--- src/rtl/core/rei_pkg.sv ---
// Types, constants and the quadrature step table of the rotary encoder core.
`timescale 1ns / 1ps
`default_nettype none
package rei_pkg;

  localparam int DELTA_WIDTH = 8;
  localparam int DEB_WIDTH   = 4;
  localparam int CUR_WIDTH   = 3;
  localparam int PADDR_WIDTH = 3;
  localparam int PDATA_WIDTH = 32;

  localparam logic [7:0] CURSOR_MASK = 8'h0F;
  localparam logic [7:0] DIR_MASK    = 8'h30;
  localparam logic [7:0] DIR_CW      = 8'h10;
  localparam logic [7:0] DIR_CCW     = 8'h20;

  localparam logic [DEB_WIDTH-1:0]   DEBOUNCE_RESET = DEB_WIDTH'(3);
  localparam logic [CUR_WIDTH-1:0]   CURSOR_START   = '0;
  localparam logic [DELTA_WIDTH-1:0] DELTA_ONE      = DELTA_WIDTH'(1);
  localparam logic [DELTA_WIDTH-1:0] DELTA_MINUS    = '1;

  // Indexed by [cursor][{dt, clk}]; low nibble is the next cursor, bits 5:4 the detent.
  localparam logic [7:0] QUAD_NEXT [8][4] = '{
    '{8'h00, 8'h02, 8'h04, 8'h00},
    '{8'h03, 8'h00, 8'h01, DIR_CW},
    '{8'h03, 8'h02, 8'h00, 8'h00},
    '{8'h03, 8'h02, 8'h01, 8'h00},
    '{8'h06, 8'h00, 8'h04, 8'h00},
    '{8'h06, 8'h05, 8'h00, DIR_CCW},
    '{8'h06, 8'h05, 8'h04, 8'h00},
    '{8'h00, 8'h02, 8'h04, 8'h00}
  };

  typedef enum logic [1:0] {
    ACT_POLL         = 2'd0,
    ACT_READ_DELTA   = 2'd1,
    ACT_READ_PRESS   = 2'd2,
    ACT_READ_RELEASE = 2'd3
  } action_t;

  typedef enum logic {
    REG_INVERT   = 1'b0,
    REG_DEBOUNCE = 1'b1
  } reg_idx_t;

  typedef struct packed {
    logic                 invert;
    logic [DEB_WIDTH-1:0] debounce_polls;
  } cfg_t;

  typedef struct packed {
    logic cw;
    logic ccw;
  } detent_t;

  typedef struct packed {
    logic poll;
    logic clr_press;
    logic clr_release;
  } sw_ctrl_t;

  typedef struct packed {
    logic held_next;
    logic prs_flag;
    logic rel_flag;
  } sw_stat_t;

endpackage
`default_nettype wire

--- src/rtl/core/rei_cfg.sv ---
// Configuration register file on the APB-style port.
`timescale 1ns / 1ps
`default_nettype none
module rei_cfg (
  input  logic                            clk,
  input  logic                            rst,
  input  logic                            psel,
  input  logic                            penable,
  input  logic                            pwrite,
  input  logic [rei_pkg::PADDR_WIDTH-1:0] paddr,
  input  logic [rei_pkg::PDATA_WIDTH-1:0] pwdata,
  output logic [rei_pkg::PDATA_WIDTH-1:0] prdata,
  output rei_pkg::cfg_t                   cfg
);
  import rei_pkg::*;

  logic     wr_en;
  reg_idx_t reg_idx;

  assign wr_en   = psel && penable && pwrite;
  assign reg_idx = reg_idx_t'(paddr[2]);

  always_ff @(posedge clk) begin
    if (rst) begin
      cfg.invert         <= 1'b0;
      cfg.debounce_polls <= DEBOUNCE_RESET;
    end else if (wr_en) begin
      unique case (reg_idx)
        REG_INVERT:   cfg.invert         <= pwdata[0];
        REG_DEBOUNCE: cfg.debounce_polls <= pwdata[DEB_WIDTH-1:0];
        default:      ;
      endcase
    end
  end

  always_comb begin
    prdata = '0;
    unique case (reg_idx)
      REG_INVERT:   prdata[0]             = cfg.invert;
      REG_DEBOUNCE: prdata[DEB_WIDTH-1:0] = cfg.debounce_polls;
      default:      prdata                = '0;
    endcase
  end

endmodule
`default_nettype wire

--- src/rtl/core/rei_quad.sv ---
// Full-step quadrature state register and table step.
`timescale 1ns / 1ps
`default_nettype none
module rei_quad (
  input  logic             clk,
  input  logic             rst,
  input  logic             step,
  input  logic             clk_level,
  input  logic             dt_level,
  output rei_pkg::detent_t detent
);
  import rei_pkg::*;

  logic [CUR_WIDTH-1:0] cursor;
  logic [CUR_WIDTH-1:0] cursor_next;
  logic [7:0]           entry;
  logic [7:0]           cur_bits;
  logic [7:0]           dir_bits;

  assign entry       = QUAD_NEXT[cursor][{dt_level, clk_level}];
  assign cur_bits    = entry & CURSOR_MASK;
  assign cursor_next = cur_bits[CUR_WIDTH-1:0];
  assign dir_bits    = entry & DIR_MASK;
  assign detent.cw   = (dir_bits == DIR_CW);
  assign detent.ccw  = (dir_bits == DIR_CCW);

  always_ff @(posedge clk) begin
    if (rst) begin
      cursor <= CURSOR_START;
    end else if (step) begin
      cursor <= cursor_next;
    end
  end

endmodule
`default_nettype wire

--- src/rtl/core/rei_switch.sv ---
// Push switch debouncer with press and release edge flags.
`timescale 1ns / 1ps
`default_nettype none
module rei_switch (
  input  logic                          clk,
  input  logic                          rst,
  input  rei_pkg::sw_ctrl_t             ctrl,
  input  logic                          switch_level,
  input  logic [rei_pkg::DEB_WIDTH-1:0] debounce_polls,
  output rei_pkg::sw_stat_t             stat
);
  import rei_pkg::*;

  logic                 stable;
  logic                 stable_next;
  logic [DEB_WIDTH-1:0] count;
  logic [DEB_WIDTH-1:0] count_next;
  logic [DEB_WIDTH:0]   count_inc;
  logic                 prs;
  logic                 prs_next;
  logic                 rel;
  logic                 rel_next;
  logic                 pressed;

  assign pressed   = ~switch_level;
  assign count_inc = {1'b0, count} + (DEB_WIDTH + 1)'(1);

  always_comb begin
    stable_next = stable;
    count_next  = count;
    prs_next    = prs & ~ctrl.clr_press;
    rel_next    = rel & ~ctrl.clr_release;
    if (ctrl.poll) begin
      if (pressed != stable) begin
        // accept the change once enough differing samples in a row are seen
        if (count_inc >= {1'b0, debounce_polls}) begin
          stable_next = pressed;
          count_next  = '0;
          if (pressed) begin
            prs_next = 1'b1;
          end else begin
            rel_next = 1'b1;
          end
        end else begin
          count_next = count_inc[DEB_WIDTH-1:0];
        end
      end else begin
        count_next = '0;
      end
    end
  end

  always_ff @(posedge clk) begin
    if (rst) begin
      stable <= 1'b0;
      count  <= '0;
      prs    <= 1'b0;
      rel    <= 1'b0;
    end else begin
      stable <= stable_next;
      count  <= count_next;
      prs    <= prs_next;
      rel    <= rel_next;
    end
  end

  assign stat.held_next = stable_next;
  assign stat.prs_flag  = prs;
  assign stat.rel_flag  = rel;

endmodule
`default_nettype wire

--- src/rtl/core/rotary_encoder_interface_core.sv ---
// Rotary encoder interface: quadrature decoder, detent counter and switch debouncer.
//
// Input channel (in_valid / in_stall) carries one word per action: a poll with
// sampled clk, dt and switch levels, or a read-and-clear of the delta, the press
// flag or the release flag. Every input word yields exactly one output word on
// out_valid / out_stall: delta, edge_seen and the debounced switch_held level.
// A word is taken on a rising edge with valid high and stall low.
// The accepting edge loads the input register; the word then moves through the
// table step and counter update into the output register and raises out_valid.
// One word per cycle is sustained; the only limit is the output register, which
// holds its word while out_stall is high and stalls the input only once the input
// register is full as well.
// Reset (rst, synchronous) empties both registers, puts the decoder in its start
// state, clears the delta and both edge flags, marks the switch released, and
// loads invert = 0 and debounce_polls = 3. Registers on the APB port are at byte
// offsets 0 (invert) and 4 (debounce_polls); pready is always high.
`timescale 1ns / 1ps
`default_nettype none
module rotary_encoder_interface_core (
  input  logic                                   clk,
  input  logic                                   rst,
  input  logic                                   in_valid,
  output logic                                   in_stall,
  input  logic [1:0]                             action,
  input  logic                                   clk_level,
  input  logic                                   dt_level,
  input  logic                                   switch_level,
  output logic                                   out_valid,
  input  logic                                   out_stall,
  output logic signed [rei_pkg::DELTA_WIDTH-1:0] delta,
  output logic                                   edge_seen,
  output logic                                   switch_held,
  input  logic                                   psel,
  input  logic                                   penable,
  input  logic                                   pwrite,
  input  logic [rei_pkg::PADDR_WIDTH-1:0]        paddr,
  input  logic [rei_pkg::PDATA_WIDTH-1:0]        pwdata,
  output logic [rei_pkg::PDATA_WIDTH-1:0]        prdata,
  output logic                                   pready
);
  import rei_pkg::*;

  cfg_t     cfg;
  detent_t  detent;
  sw_ctrl_t sw_ctrl;
  sw_stat_t sw_stat;

  // input register
  logic    in_full;
  action_t in_act;
  logic    in_clk;
  logic    in_dt;
  logic    in_sw;

  logic                   accept;
  logic                   advance;
  logic                   out_valid_next;
  logic [DELTA_WIDTH-1:0] detent_total;
  logic [DELTA_WIDTH-1:0] detent_total_next;
  logic [DELTA_WIDTH-1:0] poll_total;
  logic [DELTA_WIDTH-1:0] delta_next;
  logic                   edge_next;

  assign pready   = 1'b1;
  assign advance  = in_full && (!out_valid || !out_stall);
  assign in_stall = in_full && out_valid && out_stall;
  assign accept   = in_valid && !in_stall;
  assign out_valid_next = advance || (out_valid && out_stall);

  rei_cfg u_cfg (
    .clk     (clk),
    .rst     (rst),
    .psel    (psel),
    .penable (penable),
    .pwrite  (pwrite),
    .paddr   (paddr),
    .pwdata  (pwdata),
    .prdata  (prdata),
    .cfg     (cfg)
  );

  rei_quad u_quad (
    .clk       (clk),
    .rst       (rst),
    .step      (sw_ctrl.poll),
    .clk_level (in_clk),
    .dt_level  (in_dt),
    .detent    (detent)
  );

  assign sw_ctrl.poll        = advance && (in_act == ACT_POLL);
  assign sw_ctrl.clr_press   = advance && (in_act == ACT_READ_PRESS);
  assign sw_ctrl.clr_release = advance && (in_act == ACT_READ_RELEASE);

  rei_switch u_switch (
    .clk            (clk),
    .rst            (rst),
    .ctrl           (sw_ctrl),
    .switch_level   (in_sw),
    .debounce_polls (cfg.debounce_polls),
    .stat           (sw_stat)
  );

  // step the accumulator by one detent, sign swapped when inverted
  always_comb begin
    poll_total = detent_total;
    if (detent.cw) begin
      poll_total = detent_total + (cfg.invert ? DELTA_MINUS : DELTA_ONE);
    end else if (detent.ccw) begin
      poll_total = detent_total + (cfg.invert ? DELTA_ONE : DELTA_MINUS);
    end
  end

  always_comb begin
    detent_total_next = detent_total;
    delta_next        = detent_total;
    edge_next         = 1'b0;
    case (in_act)
      ACT_POLL: begin
        detent_total_next = poll_total;
        delta_next        = poll_total;
      end
      ACT_READ_DELTA:   detent_total_next = '0;
      ACT_READ_PRESS:   edge_next = sw_stat.prs_flag;
      ACT_READ_RELEASE: edge_next = sw_stat.rel_flag;
      default:          edge_next = 1'b0;
    endcase
  end

  always_ff @(posedge clk) begin
    if (rst) begin
      in_full      <= 1'b0;
      out_valid    <= 1'b0;
      detent_total <= '0;
    end else begin
      if (accept) begin
        in_full <= 1'b1;
      end else if (advance) begin
        in_full <= 1'b0;
      end
      out_valid <= out_valid_next;
      if (advance) begin
        detent_total <= detent_total_next;
      end
    end
  end

  // payload registers
  always_ff @(posedge clk) begin
    if (accept) begin
      in_act <= action_t'(action);
      in_clk <= clk_level;
      in_dt  <= dt_level;
      in_sw  <= switch_level;
    end
    if (advance) begin
      delta       <= delta_next;
      edge_seen   <= edge_next;
      switch_held <= sw_stat.held_next;
    end
  end

endmodule
`default_nettype wire

--- config.mk ---
export PLATFORM = sky130hd
export DESIGN_NAME = rotary_encoder_interface_core
export DESIGN_NICKNAME = d
export VERILOG_FILES = /design/src/rtl/core/rei_pkg.sv /design/src/rtl/core/rei_cfg.sv /design/src/rtl/core/rei_quad.sv /design/src/rtl/core/rei_switch.sv /design/src/rtl/core/rotary_encoder_interface_core.sv
export SDC_FILE = /design/constraint.sdc
export NUM_CORES = 1
export LEC_CHECK = 0
export ABC_AREA = 0
export CELL_PAD_IN_SITES_DETAIL_PLACEMENT = 1
export CELL_PAD_IN_SITES_GLOBAL_PLACEMENT = 1
export CORE_MARGIN = 4
export CORE_UTILIZATION = 45
export CTS_CLUSTER_SIZE = 30
export DETAILED_ROUTE_END_ITERATION = 16
export DONT_BUFFER_PORTS = 1
export PLACE_DENSITY = 0.78
export SLEW_MARGIN = 0
export SYNTH_ARGS = -nofsm -noshare
export SYNTH_HDL_FRONTEND = slang
export SYNTH_SLANG_ARGS = --single-unit
--- constraint.sdc ---
create_clock -name clk -period 3.2 [get_ports clk]
set_input_delay 0.48 -clock clk [delete_from_list [all_inputs] [get_ports clk]]
set_output_delay 0.48 -clock clk [all_outputs]
set_load 0.005 [all_outputs]
==> results of run 1 <==
[worst max path at each step]
stage | endpoint | depth (start not counted)
2_1_floorplan | delta[7]$_DFFE_PN_ | 8
3_3_place_gp | delta[7]$_DFFE_PN_ | 8
3_5_place_dp | delta[7]$_DFFE_PN_ | 8
4_1_cts | delta[7]$_DFFE_PN_ | 8
5_1_grt | delta[7]$_DFFE_PN_ | 8
6_report | delta[7]$_DFFE_PN_ | 8
[report_power, final]
part,internal (uW),switching (uW)
clock network,148,180
registers,540,11.8
logic,19.8,38.3
total,707,230
[layout make-up]
| cell class | count | share of cell area |
|---|---|---|
| inverter | 17 | 0.0240 |
| timing repair buffer | 3 | 0.00845 |
| clock buffer | 5 | 0.0258 |
| sequential | 40 | 0.357 |
| multi-input combinational | 226 | 0.546 |
| clock inverter | 2 | 0.00470 |
| tap | 72 | 0.0338 |
[stage by stage]
step | instance area, sq um | hold slack (ns) | setup slack (ns)
after floorplan | 2720 | 0.432 | 0.428
after global placement | 2580 | 0.443 | 0.449
after detailed placement | 2580 | 0.453 | 0.341
after CTS | 2660 | 0.241 | 0.334
after global routing | 2660 | 0.236 | 0.208
final | 2660 | 0.250 | 0.352
[cell families after synthesis]
kind of cell / after synthesis / synth area share
flops: 40 / 0.363
other cells: 2 / 0.00287
simple gates: 84 / 0.158
xor+xnor: 9 / 0.0301
fa+ha+maj: 22 / 0.111
compound gates: 75 / 0.187
mux: 7 / 0.0282
buf+inv: 55 / 0.120
[synthesized netlist by cell type (all sizes together) (2+ instances only)]
cell type / n / area, sq um
and3: 4 / 25.0
nand4: 3 / 18.8
a31oi: 3 / 18.8
nand2: 15 / 56.3
nor2: 32 / 120
o21bai: 2 / 15.0
ha: 20 / 250
o21ai: 13 / 65.1
inv: 17 / 63.8
edfxtp: 15 / 450
xnor2: 6 / 52.6
a22oi: 5 / 37.5
clkbuf: 8 / 30.0
nand2b: 5 / 31.3
and2: 4 / 25.0
a211oi: 2 / 15.0
nor2b: 5 / 38.8
fa: 2 / 40.0
o31ai: 3 / 22.5
a221oi: 2 / 17.5
buf: 30 / 221
a211o: 2 / 17.5
conb: 2 / 7.51
a21o: 4 / 30.0
o21a: 2 / 15.0
xor2: 3 / 26.3
o2111ai: 2 / 17.5
or3: 3 / 18.8
o22ai: 2 / 12.5
mux2: 3 / 33.8
nor3: 4 / 20.0
dfxtp: 25 / 500
mux2i: 4 / 40.0
a21oi: 23 / 115
nand3: 5 / 25.0
[routing by layer]
layer  vias to the layer above  global-route usage
met2                        39               0.292
met3                        11              0.0285
met5                         -                   0
met1                       957               0.200
li1                        979                   -
met4                         0              0.0599
[registers in the layout (all words and copies together) (netlist names)]
signal and flops:
in_sw 1, delta 8, detent_total 8, switch_held 1
edge_seen 1, u_switch.prs 1, u_switch.count 4, out_valid 1
u_switch.stable 1, u_switch.rel 1, u_quad.cursor 3, in_act 2
in_clk 1, in_dt 1, u_cfg.cfg 5, in_full 1
[worst reg2reg max path: stages (launching register included)]
cell and delay [ns]:
sky130_fd_sc_hd__dfxtp_1 0.31, sky130_fd_sc_hd__inv_1 0.26, sky130_fd_sc_hd__ha_1 0.37, sky130_fd_sc_hd__nor2b_4 0.16, sky130_fd_sc_hd__a2111o_1 0.42, sky130_fd_sc_hd__a311o_1 0.36, sky130_fd_sc_hd__a211oi_1 0.36, sky130_fd_sc_hd__o21ai_0 0.19
sky130_fd_sc_hd__xnor2_1 0.17
==> qor.json, run 1 <==
{
  "area_of_the_placeable_core": {"value": 5570, "unit": "sq um"},
  "max_fo_critical_path": {"value": 8},
  "worst-endpoint-arrival": {"value": 2.90, "unit": "ns"},
  "min_period_over_period": {"value": 0.890},
  "syn_area_per_cell": {"value": 8.91, "unit": "sq um"},
  "pin_count_of_the_biggest_net_entering_global_routing": {"value": 28},
  "setup_viol": {"value": 0},
  "rr_startpoint": {"value": "u_cfg.cfg[4]$_SDFFE_PP0P_"},
  "cts_inserted_buffers": {"value": 5},
  "ys_warn_count": {"value": 0},
  "worst-slew-pin-transition": {"value": 0.789, "unit": "ns"},
  "synthArstFlopShare": {"value": 0},
  "r2r-end": {"value": "delta[7]$_DFFE_PN_"},
  "first_pass_iters": {"value": 4},
  "floorplan.rows": {"value": 27},
  "synth_seq_cells": {"value": 40},
  "timing.critical_path.slowest_cell_delay": {"value": 0.42, "unit": "ns"},
  "clk-insertion-delay-late": {"value": 0.29, "unit": "ns"},
  "cts.clk_slew.worst_paths": {"value": 0.08, "unit": "ns"},
  "drt-vias-per-instance": {"value": 5.44},
  "num-nets-final": {"value": 362},
  "rsz0062_at_grt": {"value": "false"},
  "timing.max_slew.rel_slack": {"value": 0.473},
  "multiInputGateArea": {"value": 1460, "unit": "sq um"},
  "final_cell_mix": {"value": "32 x sky130_fd_sc_hd__nor2_1, 29 x sky130_fd_sc_hd__conb_1, 25 x sky130_fd_sc_hd__dfxtp_1"},
  "synth_edf_count": {"value": 15},
  "io_buffer_count": {"value": 0},
  "crit_family": {"value": "compound AO/OA/AOI/OAI gates"},
  "hold_buffers": {"value": 0},
  "ctsResizeCount": {"value": 0},
  "drt.antenna.violating_nets": {"value": 0},
  "worst_hold_path_ep": {"value": "u_cfg.cfg[4]$_SDFFE_PP0P_"},
  "utilization": {"value": 0.478},
  "netlist-cell-type-count": {"value": 51},
  "timing.critical_path.cells": {"value": "inv_1, ha_1, nor2b_4, a2111o_1, a311o_1, a211oi_1, o21ai_0, xnor2_1"},
  "grt_pass1_vias": {"value": 2052},
  "root_buffer_selected_by_cts": {"value": "sky130_fd_sc_hd__clkbuf_8"},
  "cp.required": {"value": 3.25, "unit": "ns"},
  "critical_path.n_buffers_inverters": {"value": 1},
  "layout-drive-gt1-share": {"value": 0.0546},
  "setup.worst_path.class": {"value": "reg -> reg"},
  "cts.sink_count": {"value": 40},
  "worstHoldPathCells": {"value": 1},
  "worstHoldStart": {"value": "rst"},
  "power.density_cell_area": {"value": 352, "unit": "nW/um^2"},
  "hold_viol": {"value": 0},
  "post-cts-setup-buffers": {"value": 0},
  "post_layout_nonfiller_instances": {"value": 365},
  "dieArea": {"value": 7110, "unit": "sq um"},
  "run_status": {"value": "completed"},
  "worst_setup_path_start": {"value": "u_cfg.cfg[4]$_SDFFE_PP0P_"},
  "max_cap_viol_count": {"value": 0},
  "initial_core_util": {"value": 0.470},
  "detail_route.iter0.violations": {"value": 97},
  "synth_seq_area_share": {"value": 0.363},
  "grt_antenna_before_repair": {"value": 0},
  "cts_htree_levels": {"value": 2},
  "start_kind": {"value": "flip-flop"},
  "layout_commonest_cell": {"value": "sky130_fd_sc_hd__nor2_1"},
  "post-route-min-period": {"value": 2.85, "unit": "ns"},
  "placedCellCount": {"value": 358},
  "tritoncts": {"value": "done"},
  "layout-area-overhead-vs-synth": {"value": 1.67, "unit": "%"},
  "fillers": {"value": 682},
  "routed_wl": {"value": 5.74, "unit": "mm"},
  "diode_count": {"value": 0},
  "maxSlewViolCount": {"value": 0},
  "die_h": {"value": 84.3, "unit": "um"},
  "fin_worst_skew": {"value": 0.00574, "unit": "ns"},
  "setup_total_negative_slack": {"value": 0, "unit": "ns"},
  "detail_route.wl_per_cell": {"value": 15.7, "unit": "um"},
  "overflow": {"value": 0},
  "critical_path.slowest_cell": {"value": "sky130_fd_sc_hd__a2111o_1"},
  "met2RoutedLength": {"value": 2.92, "unit": "mm"},
  "min-delay-path-class": {"value": "in -> reg"},
  "gr-usage-all-layers": {"value": 0.165},
  "regToRegSetupSlack": {"value": 0.35, "unit": "ns"},
  "drt_drc_violations_left": {"value": 0},
  "chipWidth": {"value": 84.3, "unit": "um"},
  "synth_area": {"value": 2620, "unit": "sq um"},
  "p_leak": {"value": 0.00111, "unit": "uW"},
  "endpoint_kind": {"value": "flip-flop"},
  "clk_path_buf_depth": {"value": 2},
  "met1Wirelength": {"value": 2.53, "unit": "mm"},
  "top_level_ports": {"value": 92},
  "syn-instance-count": {"value": 294},
  "grt_first_pass_wirelength": {"value": 9.63, "unit": "mm"},
  "postSynth.topFlopCell": {"value": "sky130_fd_sc_hd__dfxtp_1"},
  "fin_total_pwr": {"value": 938, "unit": "uW"},
  "peakVddDrop": {"value": 0.200, "unit": "mV"},
  "routed_length_on_met3": {"value": 179, "unit": "um"},
  "worstRegToRegCells": {"value": 8},
  "hpwl": {"value": 4.35, "unit": "mm"},
  "place.gp.congestion": {"value": 0.890},
  "top_achievable_clock_speed": {"value": 0.351, "unit": "GHz"},
  "ff_latch_area": {"value": 951, "unit": "sq um"},
  "detailroute.via_count": {"value": 1986},
  "uppermost_routed_layer": {"value": "met4"}
}
Note: power is estimated with default switching activity, not from simulation.
==> inputs of run 2 (changes only) <==
--- a/config.mk
+++ b/config.mk
@@ -9,11 +9,11 @@
 export CELL_PAD_IN_SITES_DETAIL_PLACEMENT = 1
 export CELL_PAD_IN_SITES_GLOBAL_PLACEMENT = 1
 export CORE_MARGIN = 4
-export CORE_UTILIZATION = 45
+export CORE_UTILIZATION = 46
 export CTS_CLUSTER_SIZE = 30
 export DETAILED_ROUTE_END_ITERATION = 16
 export DONT_BUFFER_PORTS = 1
-export PLACE_DENSITY = 0.78
+export PLACE_DENSITY = 0.8
 export SLEW_MARGIN = 0
 export SYNTH_ARGS = -nofsm -noshare
 export SYNTH_HDL_FRONTEND = slang
==> run 2 against run 1 <==
Net effect: fmax is 1.0% lower; non-clock buffer count stayed put; highest routed layer unchanged; critical path type unchanged; total power hardly changed; first-iteration DRC count is 26% lower.
==> qor.json, run 2 (synthesized netlist as in run 1, its figures left out) <==
{
  "io_buffer_count": {"value": 0, "change": "unchanged"},
  "endpoint_kind": {"value": "flip-flop", "change": "unchanged"},
  "grt_first_pass_wirelength": {"value": 9.62, "unit": "mm", "change": "was 9.63 mm"},
  "power.density_cell_area": {"value": 352, "unit": "nW/um^2", "change": "about the same"},
  "worst-slew-pin-transition": {"value": 0.844, "unit": "ns", "change": "was 0.789 ns"},
  "grt_antenna_before_repair": {"value": 0, "change": "unchanged"},
  "min-delay-path-class": {"value": "in -> reg", "change": "unchanged"},
  "place.gp.congestion": {"value": 0.844, "change": "was 0.890"},
  "detailed_place.area": {"value": 2580, "unit": "sq um", "change": "unchanged"},
  "layout_commonest_cell": {"value": "sky130_fd_sc_hd__nor2_1", "change": "unchanged"},
  "max_fo_critical_path": {"value": 8, "change": "unchanged"},
  "max_cap_viol_count": {"value": 0, "change": "unchanged"},
  "worstHoldPathCells": {"value": 1, "change": "unchanged"},
  "post-route-min-period": {"value": 2.88, "unit": "ns", "change": "was 2.85 ns"},
  "r2r-end": {"value": "delta[7]$_DFFE_PN_", "change": "unchanged"},
  "setup_ws": {"value": 0.323, "unit": "ns", "change": "was 0.352 ns"},
  "detail_route.wl_per_cell": {"value": 15.9, "unit": "um", "change": "was 15.7 um"},
  "setup_total_negative_slack": {"value": 0, "unit": "ns", "change": "unchanged"},
  "initial_core_util": {"value": 0.476, "change": "was 0.470"},
  "area_of_the_placeable_core": {"value": 5510, "unit": "sq um", "change": "was 5570 sq um"},
  "setup_viol": {"value": 0, "change": "unchanged"},
  "root_buffer_selected_by_cts": {"value": "sky130_fd_sc_hd__clkbuf_8", "change": "unchanged"},
  "regToRegSetupSlack": {"value": 0.32, "unit": "ns", "change": "was 0.35 ns"},
  "min_period_over_period": {"value": 0.899, "change": "was 0.890"},
  "registers_with_the_most_flip_flops": {"value": "delta x8, detent_total x8, u_cfg.cfg x5", "change": "unchanged"},
  "final_cell_mix": {"value": "32 x sky130_fd_sc_hd__nor2_1, 29 x sky130_fd_sc_hd__conb_1, 25 x sky130_fd_sc_hd__dfxtp_1", "change": "unchanged"},
  "top_level_ports": {"value": 92, "change": "unchanged"},
  "placedCellCount": {"value": 358, "change": "unchanged"},
  "p_leak": {"value": 0.00111, "unit": "uW", "change": "unchanged"},
  "worst_hold_path_ep": {"value": "u_cfg.cfg[4]$_SDFFE_PP0P_", "change": "unchanged"},
  "hpwl": {"value": 4.28, "unit": "mm", "change": "was 4.35 mm"},
  "cts_inserted_buffers": {"value": 5, "change": "unchanged"},
  "detailroute.via_count": {"value": 1977, "change": "was 1986"},
  "num-nets-final": {"value": 362, "change": "unchanged"},
  "worstHoldStart": {"value": "rst", "change": "unchanged"},
  "timing.max_slew.rel_slack": {"value": 0.436, "change": "was 0.473"},
  "dp_worst_slack": {"value": 0.307, "unit": "ns", "change": "was 0.341 ns"},
  "first_pass_iters": {"value": 5, "change": "was 4"},
  "drt.antenna.violating_nets": {"value": 0, "change": "unchanged"},
  "peakVddDrop": {"value": 0.254, "unit": "mV", "change": "was 0.200 mV"},
  "post-cts-setup-buffers": {"value": 0, "change": "unchanged"},
  "worstRegToRegCells": {"value": 8, "change": "unchanged"},
  "cts_htree_levels": {"value": 2, "change": "unchanged"},
  "clk_path_buf_depth": {"value": 2, "change": "unchanged"},
  "ctsResizeCount": {"value": 0, "change": "unchanged"},
  "diode_count": {"value": 0, "change": "unchanged"},
  "grt_pass1_vias": {"value": 2000, "change": "was 2052"},
  "setup.worst_path.class": {"value": "reg -> reg", "change": "unchanged"},
  "rsz0062_at_grt": {"value": "false", "change": "unchanged"},
  "floorplan.rows": {"value": 27, "change": "unchanged"},
  "dieArea": {"value": 6970, "unit": "sq um", "change": "was 7110 sq um"},
  "layout-area-overhead-vs-synth": {"value": 1.67, "unit": "%", "change": "unchanged"},
  "gr-usage-all-layers": {"value": 0.170, "change": "was 0.165"},
  "overflow": {"value": 0, "change": "unchanged"},
  "die_h": {"value": 83.5, "unit": "um", "change": "was 84.3 um"},
  "start_kind": {"value": "flip-flop", "change": "unchanged"},
  "utilization": {"value": 0.484, "change": "was 0.478"},
  "chipWidth": {"value": 83.5, "unit": "um", "change": "was 84.3 um"},
  "tritoncts": {"value": "done", "change": "unchanged"},
  "fin_worst_skew": {"value": 0.00793, "unit": "ns", "change": "was 0.00574 ns"},
  "post_layout_nonfiller_instances": {"value": 365, "change": "unchanged"},
  "pin_count_of_the_biggest_net_entering_global_routing": {"value": 28, "change": "unchanged"},
  "hold_buffers": {"value": 0, "change": "unchanged"},
  "cts.sink_count": {"value": 40, "change": "unchanged"},
  "clk-insertion-delay-late": {"value": 0.30, "unit": "ns", "change": "was 0.29 ns"},
  "drt_drc_violations_left": {"value": 0, "change": "unchanged"},
  "worst-endpoint-arrival": {"value": 2.93, "unit": "ns", "change": "was 2.90 ns"},
  "maxSlewViolCount": {"value": 0, "change": "unchanged"},
  "top_achievable_clock_speed": {"value": 0.348, "unit": "GHz", "change": "was 0.351 GHz"},
  "cts.clk_slew.worst_paths": {"value": 0.08, "unit": "ns", "change": "about the same"},
  "rr_startpoint": {"value": "u_cfg.cfg[4]$_SDFFE_PP0P_", "change": "unchanged"},
  "cp.required": {"value": 3.25, "unit": "ns", "change": "about the same"},
  "detail_route.iter0.violations": {"value": 72, "change": "was 97"},
  "run_status": {"value": "completed", "change": "unchanged"},
  "drt-vias-per-instance": {"value": 5.42, "change": "was 5.44"},
  "layout-drive-gt1-share": {"value": 0.0546, "change": "unchanged"},
  "routed_wl": {"value": 5.82, "unit": "mm", "change": "was 5.74 mm"},
  "final_area": {"value": 2660, "unit": "sq um", "change": "unchanged"},
  "hold_viol": {"value": 0, "change": "unchanged"}
}
run 2: cell counts in the layout (fill, tap and decap cells not counted):
No cell type changed its count.
run 2: cell type report:
cell class	count	area, sq um
timing repair buffer	3	22.5
tap	72	90.1
sequential	40	951
inverter	17	63.8
clock buffer	5	68.8
fill	652	2840
clock inverter	2	12.5
multi-input combinational	226	1460
run 2: worst max path at each step:
stage	end	depth (start not counted)	start	slack, ns
floorplan	delta[7]$_DFFE_PN_	8	u_cfg.cfg[4]$_SDFFE_PP0P_	0.43
global placement	delta[7]$_DFFE_PN_	8	u_cfg.cfg[4]$_SDFFE_PP0P_	0.45
detailed placement	delta[7]$_DFFE_PN_	8	u_cfg.cfg[4]$_SDFFE_PP0P_	0.31
CTS	delta[7]$_DFFE_PN_	8	u_cfg.cfg[4]$_SDFFE_PP0P_	0.29
global route	delta[7]$_DFFE_PN_	8	u_cfg.cfg[4]$_SDFFE_PP0P_	0.15
finish	delta[7]$_DFFE_PN_	8	u_cfg.cfg[4]$_SDFFE_PP0P_	0.32
run 2: report_power, final:
part	switching (uW)	total (uW)	internal, uW
logic	38.7	58.5	19.8
clock network	179	327	148
registers	12.1	552	540
run 2: per-stage QoR:
stage | total power (uW) | hold WS, ns
after floorplan | 636 | 0.432
after global placement | 619 | 0.444
after detailed placement | 621 | 0.443
after CTS | 952 | 0.234
after global routing | 988 | 0.227
final | 938 | 0.246
run 2: critical path, cell delays in order, from the launching register on:
cell and delay, ns:
sky130_fd_sc_hd__dfxtp_1 0.31, sky130_fd_sc_hd__inv_1 0.26, sky130_fd_sc_hd__ha_1 0.38, sky130_fd_sc_hd__nor2b_4 0.16
sky130_fd_sc_hd__a2111o_1 0.43, sky130_fd_sc_hd__a311o_1 0.36, sky130_fd_sc_hd__a211oi_1 0.36, sky130_fd_sc_hd__o21ai_0 0.20
sky130_fd_sc_hd__xnor2_1 0.17
run 2: per-layer routing:
layer	share of wire	GRT usage	wire length, um	up-vias
met5	0	0	0	-
met4	0.021	0.0585	121	0
met3	0.033	0.0434	190	10
met2	0.52	0.306	3040	35
met1	0.42	0.196	2470	955
li1	-	-	-	977
